$ cat config.mk
export PLATFORM = sky130hd
export DESIGN_NAME = rtttl_note_parser
export DESIGN_NICKNAME = d
export VERILOG_FILES = /design/src/sv/rtp_pkg.sv /design/src/sv/rtttl_note_parser.sv /design/src/sv/rtp_front.sv /design/src/sv/rtp_div.sv /design/src/sv/rtp_back.sv
export VERILOG_INCLUDE_DIRS = /design/src /design/src/sv
export SDC_FILE = /design/constraint.sdc
export NUM_CORES = 1
export LEC_CHECK = 0
export ABC_AREA = 1
export BUFFER_PORTS_ARGS = -buffer_cell sky130_fd_sc_hd__buf_2
export CAP_MARGIN = 20
export CORE_AREA = 2 2 172 174
export CTS_CLUSTER_SIZE = 24
export DETAILED_ROUTE_END_ITERATION = 12
export DIE_AREA = 0 0 174 176
export PLACE_DENSITY = 0.65
export SETUP_SLACK_MARGIN = 0.1
export SLEW_MARGIN = 20
export SYNTH_ARGS = -nofsm -noshare
export SYNTH_HDL_FRONTEND = slang
export SYNTH_SLANG_ARGS = --single-unit
export TNS_END_PERCENT = 5
$ cat constraint.sdc
create_clock -name clk -period 4.3 [get_ports clk]
set_clock_uncertainty 0.05 [all_clocks]
set_input_delay 0.86 -clock clk [delete_from_list [all_inputs] [get_ports clk]]
set_output_delay 0.86 -clock clk [all_outputs]
set_load 0.01 [all_outputs]
$ cat src/sv/rtttl_note_parser_macros.svh
// Assertion macros shared by the ringtone parser modules.
// Each expects a clock named clk in scope; RTP_ASSERT also expects an active-low reset named rst_n.
`ifndef RTTTL_NOTE_PARSER_MACROS_SVH
`define RTTTL_NOTE_PARSER_MACROS_SVH

// Check a property on every clock edge outside reset.
`define RTP_ASSERT(name, prop, msg) \
  name: assert property (@(posedge clk) disable iff (!rst_n) prop) else $error(msg);

// Check a property on every clock edge, reset included.
`define RTP_ASSERT_ALWAYS(name, prop, msg) \
  name: assert property (@(posedge clk) prop) else $error(msg);

`endif

$ cat src/sv/rtp_pkg.sv
// Types, codes and constants for the ringtone parser.
// No dependencies; imported by every module of the block.
`default_nettype none

package rtp_pkg;

  localparam int NUM_W  = 16;
  localparam int DUR_W  = 19;
  localparam int NOTE_W = 4;
  localparam int OCT_W  = 4;

  localparam int Q_DEPTH = 4;
  localparam int Q_AW    = $clog2(Q_DEPTH);
  localparam int Q_CW    = $clog2(Q_DEPTH + 1);

  localparam int DIV_STEPS = DUR_W;
  localparam int DIV_CW    = $clog2(DIV_STEPS);

  localparam logic [DUR_W-1:0]  MS_PER_MIN    = DUR_W'(60000);
  localparam logic [DUR_W-1:0]  WHOLE_RST     = DUR_W'(3808);
  localparam logic [NUM_W-1:0]  DEF_LEN_RST   = NUM_W'(4);
  localparam logic [OCT_W-1:0]  DEF_OCT_RST   = OCT_W'(6);
  localparam logic [NUM_W-1:0]  NUM_MAX       = {NUM_W{1'b1}};
  localparam logic [NUM_W-1:0]  OCT_LO        = NUM_W'(3);
  localparam logic [NUM_W-1:0]  OCT_HI        = NUM_W'(7);
  localparam logic [NUM_W-1:0]  OCT_SAT       = NUM_W'(15);

  typedef struct packed {
    logic       action;
    logic [7:0] ch;
  } in_t;

  typedef struct packed {
    logic [NOTE_W-1:0] note;
    logic [OCT_W-1:0]  octave;
    logic [DUR_W-1:0]  duration_ms;
    logic              song_end;
  } out_t;

  typedef enum logic [2:0] {
    CC_NUL,
    CC_COLON,
    CC_COMMA,
    CC_SPACE,
    CC_HASH,
    CC_DOT,
    CC_DIGIT,
    CC_OTHER
  } ch_class_t;

  typedef enum logic [1:0] {
    KEY_NONE,
    KEY_D,
    KEY_O,
    KEY_B
  } key_t;

  typedef enum logic [3:0] {
    PH_NAME,
    PH_HKEY,
    PH_HVAL,
    PH_NDUR,
    PH_NLET,
    PH_NSHARP,
    PH_NDOT,
    PH_NOCT,
    PH_NOCTDOT,
    PH_NDONE,
    PH_END
  } phase_t;

  typedef enum logic {
    ENG_RUN,
    ENG_WAIT
  } eng_state_t;

  typedef enum logic {
    DST_TEMPO,
    DST_NOTE
  } div_dst_t;

  // One classified character as it sits in the queue.
  typedef struct packed {
    logic              restart;
    ch_class_t         cls;
    key_t              key;
    logic [NOTE_W-1:0] letter;
    logic [3:0]        digit;
  } q_entry_t;

  typedef struct packed {
    logic             start;
    logic [DUR_W-1:0] dividend;
    logic [NUM_W-1:0] divisor;
  } div_req_t;

  typedef struct packed {
    logic             busy;
    logic             done;
    logic [DUR_W-1:0] quotient;
  } div_rsp_t;

  // Append one decimal digit, saturating at the top of the number range.
  function automatic logic [NUM_W-1:0] add_digit(input logic [NUM_W-1:0] acc,
                                                 input logic [3:0] d);
    logic [NUM_W+3:0] v;
    v = {1'b0, acc, 3'b000} + {3'b000, acc, 1'b0} + {(NUM_W)'(0), d};
    return (v > {4'b0000, NUM_MAX}) ? NUM_MAX : v[NUM_W-1:0];
  endfunction

endpackage

`default_nettype wire

$ cat src/sv/rtttl_note_parser.sv
// Ringtone text parser: top level joining front queue, back-end parser and divider.
// Depends on rtp_pkg, rtp_front, rtp_back and rtp_div.
`default_nettype none

// Takes RTTTL ringtone text one character word at a time and returns one word
// per note (note, octave, length in ms) or a song_end word at the terminator.
// Characters enter a four-word queue and are taken by the back end at one per
// cycle while it is not waiting on the divider and the output is not held. A
// separator that closes a 'b=' header item with a nonzero value and every
// character that opens a note start the shared restoring divider, and the back
// end takes no further character until the quotient is back.
// A result waits in the output register while further characters are queued.
// action = 1 restarts the parser with default settings and gives no result.
module rtttl_note_parser import rtp_pkg::*; (
  input  wire logic clk,
  input  wire logic rst_n,
  input  wire logic in_valid,
  output logic      in_stall,
  input  wire in_t  in_data,
  output logic      out_valid,
  input  wire logic out_stall,
  output out_t      out_data
);

  logic      q_valid;
  logic      q_pop;
  q_entry_t  q_entry;
  div_req_t  div_req;
  div_rsp_t  div_rsp;

  rtp_front u_front (
    .clk      (clk),
    .rst_n    (rst_n),
    .in_valid (in_valid),
    .in_stall (in_stall),
    .in_data  (in_data),
    .q_valid  (q_valid),
    .q_pop    (q_pop),
    .q_entry  (q_entry)
  );

  rtp_div u_div (
    .clk   (clk),
    .rst_n (rst_n),
    .req   (div_req),
    .rsp   (div_rsp)
  );

  rtp_back u_back (
    .clk       (clk),
    .rst_n     (rst_n),
    .q_valid   (q_valid),
    .q_pop     (q_pop),
    .q_entry   (q_entry),
    .div_req   (div_req),
    .div_rsp   (div_rsp),
    .out_valid (out_valid),
    .out_stall (out_stall),
    .out_data  (out_data)
  );

endmodule

`default_nettype wire

$ cat src/sv/rtp_front.sv
// Front end: classifies each incoming character and holds it in a short queue.
// Depends on rtp_pkg.
`default_nettype none

module rtp_front import rtp_pkg::*; (
  input  wire logic     clk,
  input  wire logic     rst_n,
  input  wire logic     in_valid,
  output logic          in_stall,
  input  wire in_t      in_data,
  output logic          q_valid,
  input  wire logic     q_pop,
  output q_entry_t      q_entry
);

  q_entry_t            q_mem_r [Q_DEPTH];
  logic [Q_AW-1:0]     wr_ptr_r, wr_ptr_nxt;
  logic [Q_AW-1:0]     rd_ptr_r, rd_ptr_nxt;
  logic [Q_CW-1:0]     cnt_r, cnt_nxt;
  logic                push;
  q_entry_t            cls_entry;

  always_comb begin
    cls_entry         = '0;
    cls_entry.restart = in_data.action;
    cls_entry.digit   = in_data.ch[3:0];
    case (in_data.ch)
      8'h00:   cls_entry.cls = CC_NUL;
      ":":     cls_entry.cls = CC_COLON;
      ",":     cls_entry.cls = CC_COMMA;
      " ":     cls_entry.cls = CC_SPACE;
      "#":     cls_entry.cls = CC_HASH;
      ".":     cls_entry.cls = CC_DOT;
      default: cls_entry.cls = (in_data.ch inside {["0":"9"]}) ? CC_DIGIT : CC_OTHER;
    endcase
    case (in_data.ch)
      "d":     cls_entry.key = KEY_D;
      "o":     cls_entry.key = KEY_O;
      "b":     cls_entry.key = KEY_B;
      default: cls_entry.key = KEY_NONE;
    endcase
    case (in_data.ch)
      "c":     cls_entry.letter = NOTE_W'(1);
      "d":     cls_entry.letter = NOTE_W'(3);
      "e":     cls_entry.letter = NOTE_W'(5);
      "f":     cls_entry.letter = NOTE_W'(6);
      "g":     cls_entry.letter = NOTE_W'(8);
      "a":     cls_entry.letter = NOTE_W'(10);
      "b":     cls_entry.letter = NOTE_W'(12);
      default: cls_entry.letter = NOTE_W'(0);
    endcase
  end

  assign in_stall = (cnt_r == Q_CW'(Q_DEPTH));
  assign push     = in_valid && !in_stall;
  assign q_valid  = (cnt_r != Q_CW'(0));
  assign q_entry  = q_mem_r[rd_ptr_r];

  always_comb begin
    wr_ptr_nxt = push  ? wr_ptr_r + Q_AW'(1) : wr_ptr_r;
    rd_ptr_nxt = q_pop ? rd_ptr_r + Q_AW'(1) : rd_ptr_r;
    cnt_nxt    = cnt_r + Q_CW'(push) - Q_CW'(q_pop);
  end

  always_ff @(posedge clk) begin
    if (!rst_n) begin
      wr_ptr_r <= '0;
      rd_ptr_r <= '0;
      cnt_r    <= '0;
    end else begin
      wr_ptr_r <= wr_ptr_nxt;
      rd_ptr_r <= rd_ptr_nxt;
      cnt_r    <= cnt_nxt;
    end
  end

  always_ff @(posedge clk) begin
    if (push) begin
      q_mem_r[wr_ptr_r] <= cls_entry;
    end
  end

`include "rtttl_note_parser_macros.svh"

  `RTP_ASSERT(a_q_no_overfill, cnt_r <= Q_CW'(Q_DEPTH), "queue count beyond depth")
  `RTP_ASSERT(a_q_pop_nonempty, q_pop |-> q_valid, "word popped from empty queue")

endmodule

`default_nettype wire

$ cat src/sv/rtp_div.sv
// Restoring divider, one quotient bit per cycle.
// Depends on rtp_pkg.
`default_nettype none

module rtp_div import rtp_pkg::*; (
  input  wire logic     clk,
  input  wire logic     rst_n,
  input  wire div_req_t req,
  output div_rsp_t      rsp
);

  logic                busy_r, busy_nxt;
  logic                done_r, done_nxt;
  logic [DIV_CW-1:0]   cnt_r, cnt_nxt;
  logic [NUM_W-1:0]    rem_r, rem_nxt;
  logic [NUM_W-1:0]    dvs_r, dvs_nxt;
  logic [DUR_W-1:0]    quo_r, quo_nxt;
  logic [NUM_W:0]      trial;
  logic [NUM_W:0]      diff;
  logic                ge;

  // quo_r shifts the dividend out at the top and the quotient in at the bottom
  assign trial = {rem_r, quo_r[DUR_W-1]};
  assign diff  = trial - {1'b0, dvs_r};
  assign ge    = (trial >= {1'b0, dvs_r});

  always_comb begin
    busy_nxt = busy_r;
    done_nxt = 1'b0;
    cnt_nxt  = cnt_r;
    rem_nxt  = rem_r;
    dvs_nxt  = dvs_r;
    quo_nxt  = quo_r;
    if (req.start) begin
      busy_nxt = 1'b1;
      cnt_nxt  = '0;
      rem_nxt  = '0;
      dvs_nxt  = req.divisor;
      quo_nxt  = req.dividend;
    end else if (busy_r) begin
      rem_nxt = ge ? diff[NUM_W-1:0] : trial[NUM_W-1:0];
      quo_nxt = {quo_r[DUR_W-2:0], ge};
      cnt_nxt = cnt_r + DIV_CW'(1);
      if (cnt_r == DIV_CW'(DIV_STEPS - 1)) begin
        busy_nxt = 1'b0;
        done_nxt = 1'b1;
      end
    end
  end

  always_ff @(posedge clk) begin
    if (!rst_n) begin
      busy_r <= 1'b0;
      done_r <= 1'b0;
      cnt_r  <= '0;
    end else begin
      busy_r <= busy_nxt;
      done_r <= done_nxt;
      cnt_r  <= cnt_nxt;
    end
  end

  always_ff @(posedge clk) begin
    rem_r <= rem_nxt;
    dvs_r <= dvs_nxt;
    quo_r <= quo_nxt;
  end

  assign rsp.busy     = busy_r;
  assign rsp.done     = done_r;
  assign rsp.quotient = quo_r;

`include "rtttl_note_parser_macros.svh"

  `RTP_ASSERT(a_div_done_after_busy, done_r |-> $past(busy_r), "divider done without a run")
  `RTP_ASSERT(a_div_no_restart, req.start |-> !busy_r, "divider started while busy")

endmodule

`default_nettype wire

$ cat src/sv/rtp_back.sv
// Back end: parse state machine, header settings and the result register.
// Depends on rtp_pkg; drives rtp_div through div_req_t / div_rsp_t.
`default_nettype none

module rtp_back import rtp_pkg::*; (
  input  wire logic     clk,
  input  wire logic     rst_n,
  input  wire logic     q_valid,
  output logic          q_pop,
  input  wire q_entry_t q_entry,
  output div_req_t      div_req,
  input  wire div_rsp_t div_rsp,
  output logic          out_valid,
  input  wire logic     out_stall,
  output out_t          out_data
);

  eng_state_t         state_r, state_nxt;
  div_dst_t           dst_r, dst_nxt;
  phase_t             phase_r, phase_nxt;
  key_t               key_r, key_nxt;
  logic [NUM_W-1:0]   acc_r, acc_nxt;
  logic [NUM_W-1:0]   def_len_r, def_len_nxt;
  logic [OCT_W-1:0]   def_oct_r, def_oct_nxt;
  logic [DUR_W-1:0]   whole_r, whole_nxt;
  logic [NOTE_W-1:0]  pnote_r, pnote_nxt;
  logic [DUR_W-1:0]   pdur_r, pdur_nxt;
  logic               out_valid_r, out_valid_nxt;
  out_t               out_data_r, out_data_nxt;

  logic               take;
  logic               commit;
  logic               pending;
  logic [NUM_W-1:0]   note_div;
  logic [OCT_W-1:0]   note_oct;
  logic [DUR_W-1:0]   pdur_dot;

  assign take = (state_r == ENG_RUN) && q_valid && (!out_valid_r || !out_stall);
  assign q_pop = take;

  assign note_div = (acc_r != '0) ? acc_r :
                    (def_len_r != '0) ? def_len_r : NUM_W'(1);
  assign note_oct = ((phase_r inside {PH_NOCT, PH_NOCTDOT, PH_NDONE}) && acc_r != '0) ?
                    ((acc_r > OCT_SAT) ? OCT_W'(15) : acc_r[OCT_W-1:0]) : def_oct_r;
  assign pdur_dot = pdur_r + {1'b0, pdur_r[DUR_W-1:1]};
  assign pending  = (phase_r inside {PH_NLET, PH_NSHARP, PH_NDOT,
                                     PH_NOCT, PH_NOCTDOT, PH_NDONE});

  // next state of the division handshake
  always_comb begin
    state_nxt = state_r;
    case (state_r)
      ENG_RUN:  if (div_req.start) state_nxt = ENG_WAIT;
      ENG_WAIT: if (div_rsp.done)  state_nxt = ENG_RUN;
      default:  state_nxt = ENG_RUN;
    endcase
  end

  always_comb begin
    dst_nxt       = dst_r;
    phase_nxt     = phase_r;
    key_nxt       = key_r;
    acc_nxt       = acc_r;
    def_len_nxt   = def_len_r;
    def_oct_nxt   = def_oct_r;
    whole_nxt     = whole_r;
    pnote_nxt     = pnote_r;
    pdur_nxt      = pdur_r;
    out_valid_nxt = out_valid_r;
    out_data_nxt  = out_data_r;
    commit        = 1'b0;
    div_req.start    = 1'b0;
    div_req.dividend = whole_r;
    div_req.divisor  = note_div;

    if (out_valid_r && !out_stall) begin
      out_valid_nxt = 1'b0;
    end

    if (state_r == ENG_WAIT && div_rsp.done) begin
      if (dst_r == DST_TEMPO) begin
        whole_nxt = {div_rsp.quotient[DUR_W-3:0], 2'b00};
      end else begin
        pdur_nxt = div_rsp.quotient;
      end
    end

    if (take) begin
      if (q_entry.restart) begin
        phase_nxt   = PH_NAME;
        key_nxt     = KEY_NONE;
        acc_nxt     = '0;
        def_len_nxt = DEF_LEN_RST;
        def_oct_nxt = DEF_OCT_RST;
        whole_nxt   = WHOLE_RST;
        pnote_nxt   = '0;
        pdur_nxt    = '0;
      end else if (q_entry.cls == CC_NUL && !pending) begin
        // terminator outside a note: end of song
        out_valid_nxt         = 1'b1;
        out_data_nxt          = '0;
        out_data_nxt.song_end = 1'b1;
        acc_nxt               = '0;
        key_nxt               = KEY_NONE;
        phase_nxt             = PH_END;
      end else if (pending) begin
        if (q_entry.cls == CC_NUL || q_entry.cls == CC_COMMA) begin
          out_valid_nxt            = 1'b1;
          out_data_nxt.note        = pnote_r;
          out_data_nxt.octave      = note_oct;
          out_data_nxt.duration_ms = pdur_r;
          out_data_nxt.song_end    = 1'b0;
          acc_nxt   = '0;
          pnote_nxt = '0;
          pdur_nxt  = '0;
          phase_nxt = (q_entry.cls == CC_NUL) ? PH_END : PH_NDUR;
        end else if (q_entry.cls == CC_HASH && phase_r == PH_NLET) begin
          pnote_nxt = pnote_r + NOTE_W'(1);
          phase_nxt = PH_NSHARP;
        end else if (q_entry.cls == CC_DOT) begin
          if (phase_r inside {PH_NLET, PH_NSHARP}) begin
            pdur_nxt  = pdur_dot;
            phase_nxt = PH_NDOT;
          end else if (phase_r == PH_NOCT) begin
            pdur_nxt  = pdur_dot;
            phase_nxt = PH_NDONE;
          end
        end else if (q_entry.cls == CC_DIGIT) begin
          if (phase_r inside {PH_NLET, PH_NSHARP}) begin
            acc_nxt   = NUM_W'(q_entry.digit);
            phase_nxt = PH_NOCT;
          end else if (phase_r == PH_NDOT) begin
            acc_nxt   = NUM_W'(q_entry.digit);
            phase_nxt = PH_NOCTDOT;
          end else if (phase_r inside {PH_NOCT, PH_NOCTDOT}) begin
            acc_nxt = add_digit(acc_r, q_entry.digit);
          end
        end
      end else begin
        case (phase_r)
          PH_NAME: begin
            if (q_entry.cls == CC_COLON) phase_nxt = PH_HKEY;
          end
          PH_HKEY, PH_HVAL: begin
            if (q_entry.cls == CC_COLON) begin
              commit    = 1'b1;
              phase_nxt = PH_NDUR;
            end else if (q_entry.cls == CC_COMMA) begin
              commit    = 1'b1;
              phase_nxt = PH_HKEY;
            end else if (phase_r == PH_HKEY) begin
              if (q_entry.key != KEY_NONE) begin
                key_nxt   = q_entry.key;
                phase_nxt = PH_HVAL;
              end
              acc_nxt = '0;
            end else if (q_entry.cls == CC_DIGIT && key_r != KEY_NONE) begin
              acc_nxt = add_digit(acc_r, q_entry.digit);
            end
          end
          PH_NDUR: begin
            if (q_entry.cls == CC_COMMA) begin
              acc_nxt = '0;
            end else if (q_entry.cls == CC_DIGIT) begin
              acc_nxt = add_digit(acc_r, q_entry.digit);
            end else if (q_entry.cls != CC_SPACE) begin
              // any other character opens a note; its length comes from the divider
              div_req.start    = 1'b1;
              div_req.dividend = whole_r;
              div_req.divisor  = note_div;
              dst_nxt          = DST_NOTE;
              pnote_nxt        = q_entry.letter;
              acc_nxt          = '0;
              phase_nxt        = PH_NLET;
            end
          end
          default: ;
        endcase
      end

      if (commit) begin
        case (key_r)
          KEY_D: if (acc_r != '0) def_len_nxt = acc_r;
          KEY_O: if (acc_r >= OCT_LO && acc_r <= OCT_HI) def_oct_nxt = acc_r[OCT_W-1:0];
          KEY_B: begin
            if (acc_r != '0) begin
              div_req.start    = 1'b1;
              div_req.dividend = MS_PER_MIN;
              div_req.divisor  = acc_r;
              dst_nxt          = DST_TEMPO;
            end
          end
          default: ;
        endcase
        key_nxt = KEY_NONE;
        acc_nxt = '0;
      end
    end
  end

  always_ff @(posedge clk) begin
    if (!rst_n) begin
      state_r     <= ENG_RUN;
      dst_r       <= DST_NOTE;
      phase_r     <= PH_NAME;
      key_r       <= KEY_NONE;
      acc_r       <= '0;
      def_len_r   <= DEF_LEN_RST;
      def_oct_r   <= DEF_OCT_RST;
      whole_r     <= WHOLE_RST;
      pnote_r     <= '0;
      pdur_r      <= '0;
      out_valid_r <= 1'b0;
    end else begin
      state_r     <= state_nxt;
      dst_r       <= dst_nxt;
      phase_r     <= phase_nxt;
      key_r       <= key_nxt;
      acc_r       <= acc_nxt;
      def_len_r   <= def_len_nxt;
      def_oct_r   <= def_oct_nxt;
      whole_r     <= whole_nxt;
      pnote_r     <= pnote_nxt;
      pdur_r      <= pdur_nxt;
      out_valid_r <= out_valid_nxt;
    end
  end

  always_ff @(posedge clk) begin
    out_data_r <= out_data_nxt;
  end

  assign out_valid = out_valid_r;
  assign out_data  = out_data_r;

`include "rtttl_note_parser_macros.svh"

  `RTP_ASSERT(a_start_enters_wait, div_req.start |=> state_r == ENG_WAIT,
              "division started but engine did not wait")
  `RTP_ASSERT(a_wait_tracks_divider, state_r == ENG_WAIT |-> div_rsp.busy || div_rsp.done,
              "engine waiting on an idle divider")

endmodule

`default_nettype wire

**After elaboration in Yosys (flattened, before gate mapping)**

Memory sizes are Yosys's and may differ from the RTL's. A register that Yosys moved wholly into a read port is not among the register bits.
Index checks and enable logic that the tools add are counted.

- Bits in registers: 180
- Bits in writable memories: 56
- Bits of input ports: 13
- Word-level logic and storage cells: 290
- Memories kept: 1

- Add/sub/neg operators: 10
- Order comparisons: 7
- Equal/unequal tests: 57
- Multiplexer cells: 140
- Bitwise gates (word level): 4
- Reduce and logical (&&, ||, !) cells: 47

Memories:

| memory | depth | width | rd ports | clocked after memory_dff | wr ports | RTL line | RTL |
|---|---|---|---|---|---|---|---|
| u_front.q_mem_r | 4 | 14 | 1 | 1 | 1 | rtp_front.sv:16 | `q_entry_t q_mem_r [Q_DEPTH];` |

Operators with widths:

| operator | count |
|---|---|
| 16-bit two-way mux | 26 |
| 36-bit two-way mux | 11 |
| 19-bit two-way mux | 17 |
| 4-bit two-way mux | 35 |
| 8-bit by 7-bit equality test with 1-bit output (second input constant) | 8 |
| 28-bit two-way mux | 2 |
| 8-bit by 6-bit equality test with 1-bit output (second input constant) | 5 |
| 1-bit two-way mux | 32 |
| 16-bit one-hot mux with 2 select lines | 1 |
| 16-bit nonzero test | 2 |
| 4-bit one-hot mux with 7 select lines | 1 |
| 8-bit != test (second input constant) | 3 |
| 2-bit two-way mux | 11 |
| 7-bit by 2-bit != test with 1-bit output (second input constant) | 3 |
| 19-bit by 17-bit adder with 20-bit output | 1 |
| 20-bit by 4-bit adder with 20-bit output | 1 |
| 20-bit by 16-bit > comparator with 1-bit output (second input constant) | 1 |
| 19-bit by 18-bit adder with 19-bit output | 1 |
| 6-bit != test (second input constant) | 3 |
| 3-bit one-hot mux with 6 select lines | 1 |
| 6-bit nonzero test | 3 |
| 17-bit by 16-bit >= comparator with 1-bit output | 1 |
| 4-bit by 3-bit equality test with 1-bit output (second input constant) | 4 |
| 16-bit by 2-bit >= comparator with 1-bit output (second input constant) | 1 |
| 47 further kinds | 91 |

**Depth between registers and ports, before layout**

- Word-level depth: 16
- Gate-level depth with buffers: 24

**Modules after synthesis**

A second synthesis with hierarchy kept.

- Cells, all modules: 1928
- Area total of the unflattened synthesis: 14636.5 µm²

By module, submodules not included:

| module | instances | cells each | area each (µm²) | sequential area each (µm²) |
|---|---|---|---|---|
| rtp_back | 1 | 1208 | 8325.5 | 2582.5 |
| rtp_div | 1 | 456 | 3488.3 | 1511.4 |
| rtp_front | 1 | 264 | 2822.7 | 1861.8 |

**Worst setup path before layout**

No wires, ideal clock.

- Path kind: reg-to-reg
- Start point: register with a tool-made name
- End point: register u_back.acc_r[0]
- Data arrival time: 3.294 ns
- Setup slack: 0.841 ns
- Stages on the path, launching flop included: 23
- Buffers on the path: 2
- Clock period less this slack: 3.459 ns
- Path through: dfxtp_1 > buf_4 > clkinv_2 > buf_2 > nor2_1 > o21ai_0 > and2_1 > inv_1 > fa_1 > fa_1 > nand3_1 > nand3_1 > nand2_1 > nand2_1 > nand2_1 > nand2_1 > nand2_1 > nand2_1 > nor2_1 > nand2_1 > nand3_1 > nand3_1 > and2_1

RTL lines:

| element | RTL line | RTL |
|---|---|---|
| end signal, assigned | rtp_back.sv:219 | `acc_r <= acc_nxt;` |
| end, declared | rtp_back.sv:22 | `logic [NUM_W-1:0] acc_r, acc_nxt;` |

==> results.md <==
- Placed cell area: 14700 um2
- Yosys cell types: 56
- Slowest stage cell, crit path: sky130_fd_sc_hd__dfxtp_1
- Number of buffers on the longest clock path: 3
- Number of buffers created by CTS: 26
- Final weighted congestion of routability-driven global placement: 0.898
- Count of nets after finishing: 1941
- Area share of the largest cell type after synthesis: 25.3%
- Clock latency of the later-clocked register in the worst-skew pair: 0.57 ns
- Syn_nets: 1904
- I/O pin count: 43
- Chip Width: 174 um
- # resized after CTS: 0
- Final period utilization: 88.9%
- Post-CTS Setup Repair Bufs: 0
- Vias per cell: 5.30
- Fin Hold WS: 0.398 ns
- Max incr delay on CP: 0.42 ns
- Number of iterations in the first detailed-routing pass: 6
- Endpoint of the worst hold path: u_back.whole_r[1]
- Dominant cells by area after synthesis: sky130_fd_sc_hd__edfxtp_1 (25%), sky130_fd_sc_hd__dfxtp_1 (17%), sky130_fd_sc_hd__nand2_1 (11%), sky130_fd_sc_hd__ha_1 (6.6%), sky130_fd_sc_hd__inv_1 (6.1%)
- Warning count from the yosys run: 0
- Number of nets still failing antenna checks after routing: 0
- Worst setup path class: reg2reg
- Post-detail-place hpwl: 23700 um
- Fmax: 262 MHz
- Highest ir drop seen on vdd: 0.338 mV
- Slew of the pin with the lowest slew margin: 0.791 ns
- Crit. End Element: flip-flop
- Vias in the first global route: 11135
- Launch point of the worst hold path: u_back.whole_r[1]
- Post-synthesis cell type with the largest combined area: sky130_fd_sc_hd__edfxtp_1
- Vertical extent of the die: 176 um
- Hold buffer count at cts: 0
- TritonCTS clock tree: yes
- Number of cells traversed by the worst hold path: 2
- Antenna violations before repair: 0
- Static Leak: 6.81 nW
- Worst Path Buf+Inv: 3
- Count of pins over their slew limit: 0
- CTS Root Cell: sky130_fd_sc_hd__clkbuf_16
- Top flip-flop cell by instance count after synthesis: sky130_fd_sc_hd__edfxtp_1
- DRC Markers: 0
- Initial Util: 49.5%
- Worst R2R Path Depth: 23
- Total count of hold-check failures in the final report: 0
- Fin crit period: 3.82 ns
- Overall die area: 30600 um2
- Setup TNS: 0 ns
- Capturing point of the worst reg2reg path: u_back.acc_r[0]
- FF+latch count, synth: 238
- Element type at the critical path start: flip-flop
- Setup repair after global routing missed its margin: false
- Critical path's most frequent cell: sky130_fd_sc_hd__nand2_1
- Most common cell after layout, fill and taps aside: sky130_fd_sc_hd__nand2_1
- Total congestion overflow after global routing: 0
- Final antenna diode count: 0
- Area added between synthesis and finish: 9.97%
- Leading cell types in the layout, fill and taps excluded: sky130_fd_sc_hd__nand2_1 (413), sky130_fd_sc_hd__inv_1 (228), sky130_fd_sc_hd__nor2_1 (173)
- Fraction of registers with async set or reset after synthesis: 0%
- First-pass GRT wire length: 54700 um
- Setup-violating endpoint count in the final report: 0
- Category of cells accounting for the largest share of critical-path delay: simple AND/OR/NAND/NOR gates
- Instance count of the mapped netlist: 1812
- Average footprint of a synthesized cell: 7.80 um2
- Crit-path max FO: 24
- Area of all placed cells without fillers: 15500 um2
- Num rows: 62
- Outcome: complete, no violations
- PortBufs: 42
- GRT Util Overall: 21.4%
- Area of the core region: 28500 um2
- Total power draw: 8.64 mW
- Flop-to-flop setup slack: 0.48 ns
- Slew HR: 46.6%
- Maximum number of pins on one net before global-route repair: 64
- Number of enable flip-flop cells after synthesis: 119
- Number of DRC markers in iteration 0: 981
- Sequential fraction of the synthesis area: 42.1%
- Sequence of cells on the critical path: inv_2, buf_4, nor2_1, nor2_1, o21ai_0, and2_1, inv_1, ha_1, ha_1, fa_1, nand3_1, nand3_1, nand2_1, nand2_1, nand2_1, nand2_1, nand2_1, nand2_1, nor2_1, nand2_1, nand3_1, nand3_1, and2_1
- Max-capacitance violation count: 0
- DRT Wirelength: 33000 um
- Required time of the worst setup path: 4.68 ns
- Number of levels in the clock H-tree: 1
- Total power divided by cell area: 556 nW/um2
- Crit path depth: 23
- Post-Synthesis Cell Area: 14100 um2
- CTS clock-pin slew for the worst setup and hold paths: 0.06 ns
- Path class of the lowest-slack min-delay path: reg2reg
- Endpoint arrival time on the critical path: 4.20 ns
- Number of vias after detailed routing: 11950
- Layout cells sized above 1: 8.88%
- Clk sinks: 238
- Routed length per instance: 14.6 um
## layout make-up
cell class / instances / area (um2)
Timing Repair Buffer: 63 / 368
Tap cell: 384 / 480
Clock buffer: 37 / 722
Sequential cell: 238 / 5960
Clock inverter: 11 / 110
Inverter: 240 / 910
Fill cell: 2745 / 13000
Multi-Input combinational cell: 1280 / 7000
## worst max path at each step
stage	end	slack, ns
floorplan	u_back.acc_r[0]	0.84
global placement	u_back.acc_r[0]	0.60
detailed placement	u_back.acc_r[0]	0.52
CTS	u_back.acc_r[0]	0.51
global route	u_back.acc_r[0]	0.13
finish	u_back.acc_r[0]	0.48
## cells by family after synthesis
kind of cell             after synthesis  share of synthesized area (%)
AND/OR/NAND/NOR                      817                           26.1
flip-flops                           238                           42.1
adder cells (fa/ha/maj)               79                           7.26
XOR/XNOR                              36                           2.23
buffers and inverters                294                           8.36
AO/OA/AOI/OAI                        348                           13.9
## where the power goes
group	total, mW	leakage, nW	internal (mW)	switching [mW]
Sequential	2.91	2.02	2.72	0.191
Combinational	3.56	4.39	1.11	2.45
Clock	2.16	0.403	1.24	0.925
Total	8.64	6.81	5.07	3.57
## worst reg2reg max path, stage by stage (launching register included)
cell and delay (ns):
sky130_fd_sc_hd__dfxtp_1 0.42, sky130_fd_sc_hd__inv_2 0.08, sky130_fd_sc_hd__buf_4 0.22, sky130_fd_sc_hd__nor2_1 0.11
sky130_fd_sc_hd__nor2_1 0.04, sky130_fd_sc_hd__o21ai_0 0.07, sky130_fd_sc_hd__and2_1 0.16, sky130_fd_sc_hd__inv_1 0.06
sky130_fd_sc_hd__ha_1 0.20, sky130_fd_sc_hd__ha_1 0.22, sky130_fd_sc_hd__fa_1 0.41, sky130_fd_sc_hd__nand3_1 0.11
sky130_fd_sc_hd__nand3_1 0.13, sky130_fd_sc_hd__nand2_1 0.09, sky130_fd_sc_hd__nand2_1 0.09, sky130_fd_sc_hd__nand2_1 0.09
sky130_fd_sc_hd__nand2_1 0.05, sky130_fd_sc_hd__nand2_1 0.05, sky130_fd_sc_hd__nand2_1 0.05, sky130_fd_sc_hd__nor2_1 0.27
sky130_fd_sc_hd__nand2_1 0.31, sky130_fd_sc_hd__nand3_1 0.23, sky130_fd_sc_hd__nand3_1 0.08, sky130_fd_sc_hd__and2_1 0.14
## flip-flops by register name, summed over array words and instances (netlist names), named ones only
| signal | flops |
|---|---|
| u_front.q_mem_r | 56 |
| u_back.out_data | 28 |
| u_back.pdur_r | 19 |
| u_back.whole_r | 19 |
| u_div.quo_r | 19 |
| u_back.acc_r | 16 |
| u_back.def_len_r | 16 |
| u_div.dvs_r | 16 |
| u_div.rem_r | 16 |
| u_div.cnt_r | 5 |
| u_back.def_oct_r | 4 |
| u_back.phase_r | 4 |
| u_back.pnote_r | 4 |
| u_front.cnt_r | 3 |
| u_back.key_r | 2 |
| u_front.rd_ptr_r | 2 |
| u_front.wr_ptr_r | 2 |
| u_back.dst_r | 1 |
| u_back.out_valid | 1 |
| u_back.state_r | 1 |
| u_div.busy_r | 1 |
| u_div.done_r | 1 |
## routing by layer
layer	vias to the layer above	share of wire (%)	global-route usage [%]	wire length (um)
met5	-	0	0	0
met4	0	2.0	5.95	646
met3	50	4.8	2.56	1570
met2	298	46	35.5	15100
met1	5473	47	29.7	15600
li1	6129	-	-	-
## cell usage after synthesis, drive strengths merged (12+ instances only)
cell    instances
nand2         428
inv           238
nor2          186
a21oi         128
o21ai         125
dfxtp         119
edfxtp        119
nand3         111
ha             74
nand4          30
buf            27
clkbuf         27
a31oi          24
xor2           24
nand3b         21
o211ai         18
a211oi         17
nor3           17
o22ai          13
xnor2          12
## per-stage QoR
stage	worst slack, ns	instances	utilization, %
floorplan	0.841	1812	-
global placement	0.601	2205	51.5
detailed placement	0.524	2205	51.5
CTS	0.509	2253	54.4
global route	0.135	2253	54.4
finish	0.477	2253	54.4
(Power assumes the default switching activity.)
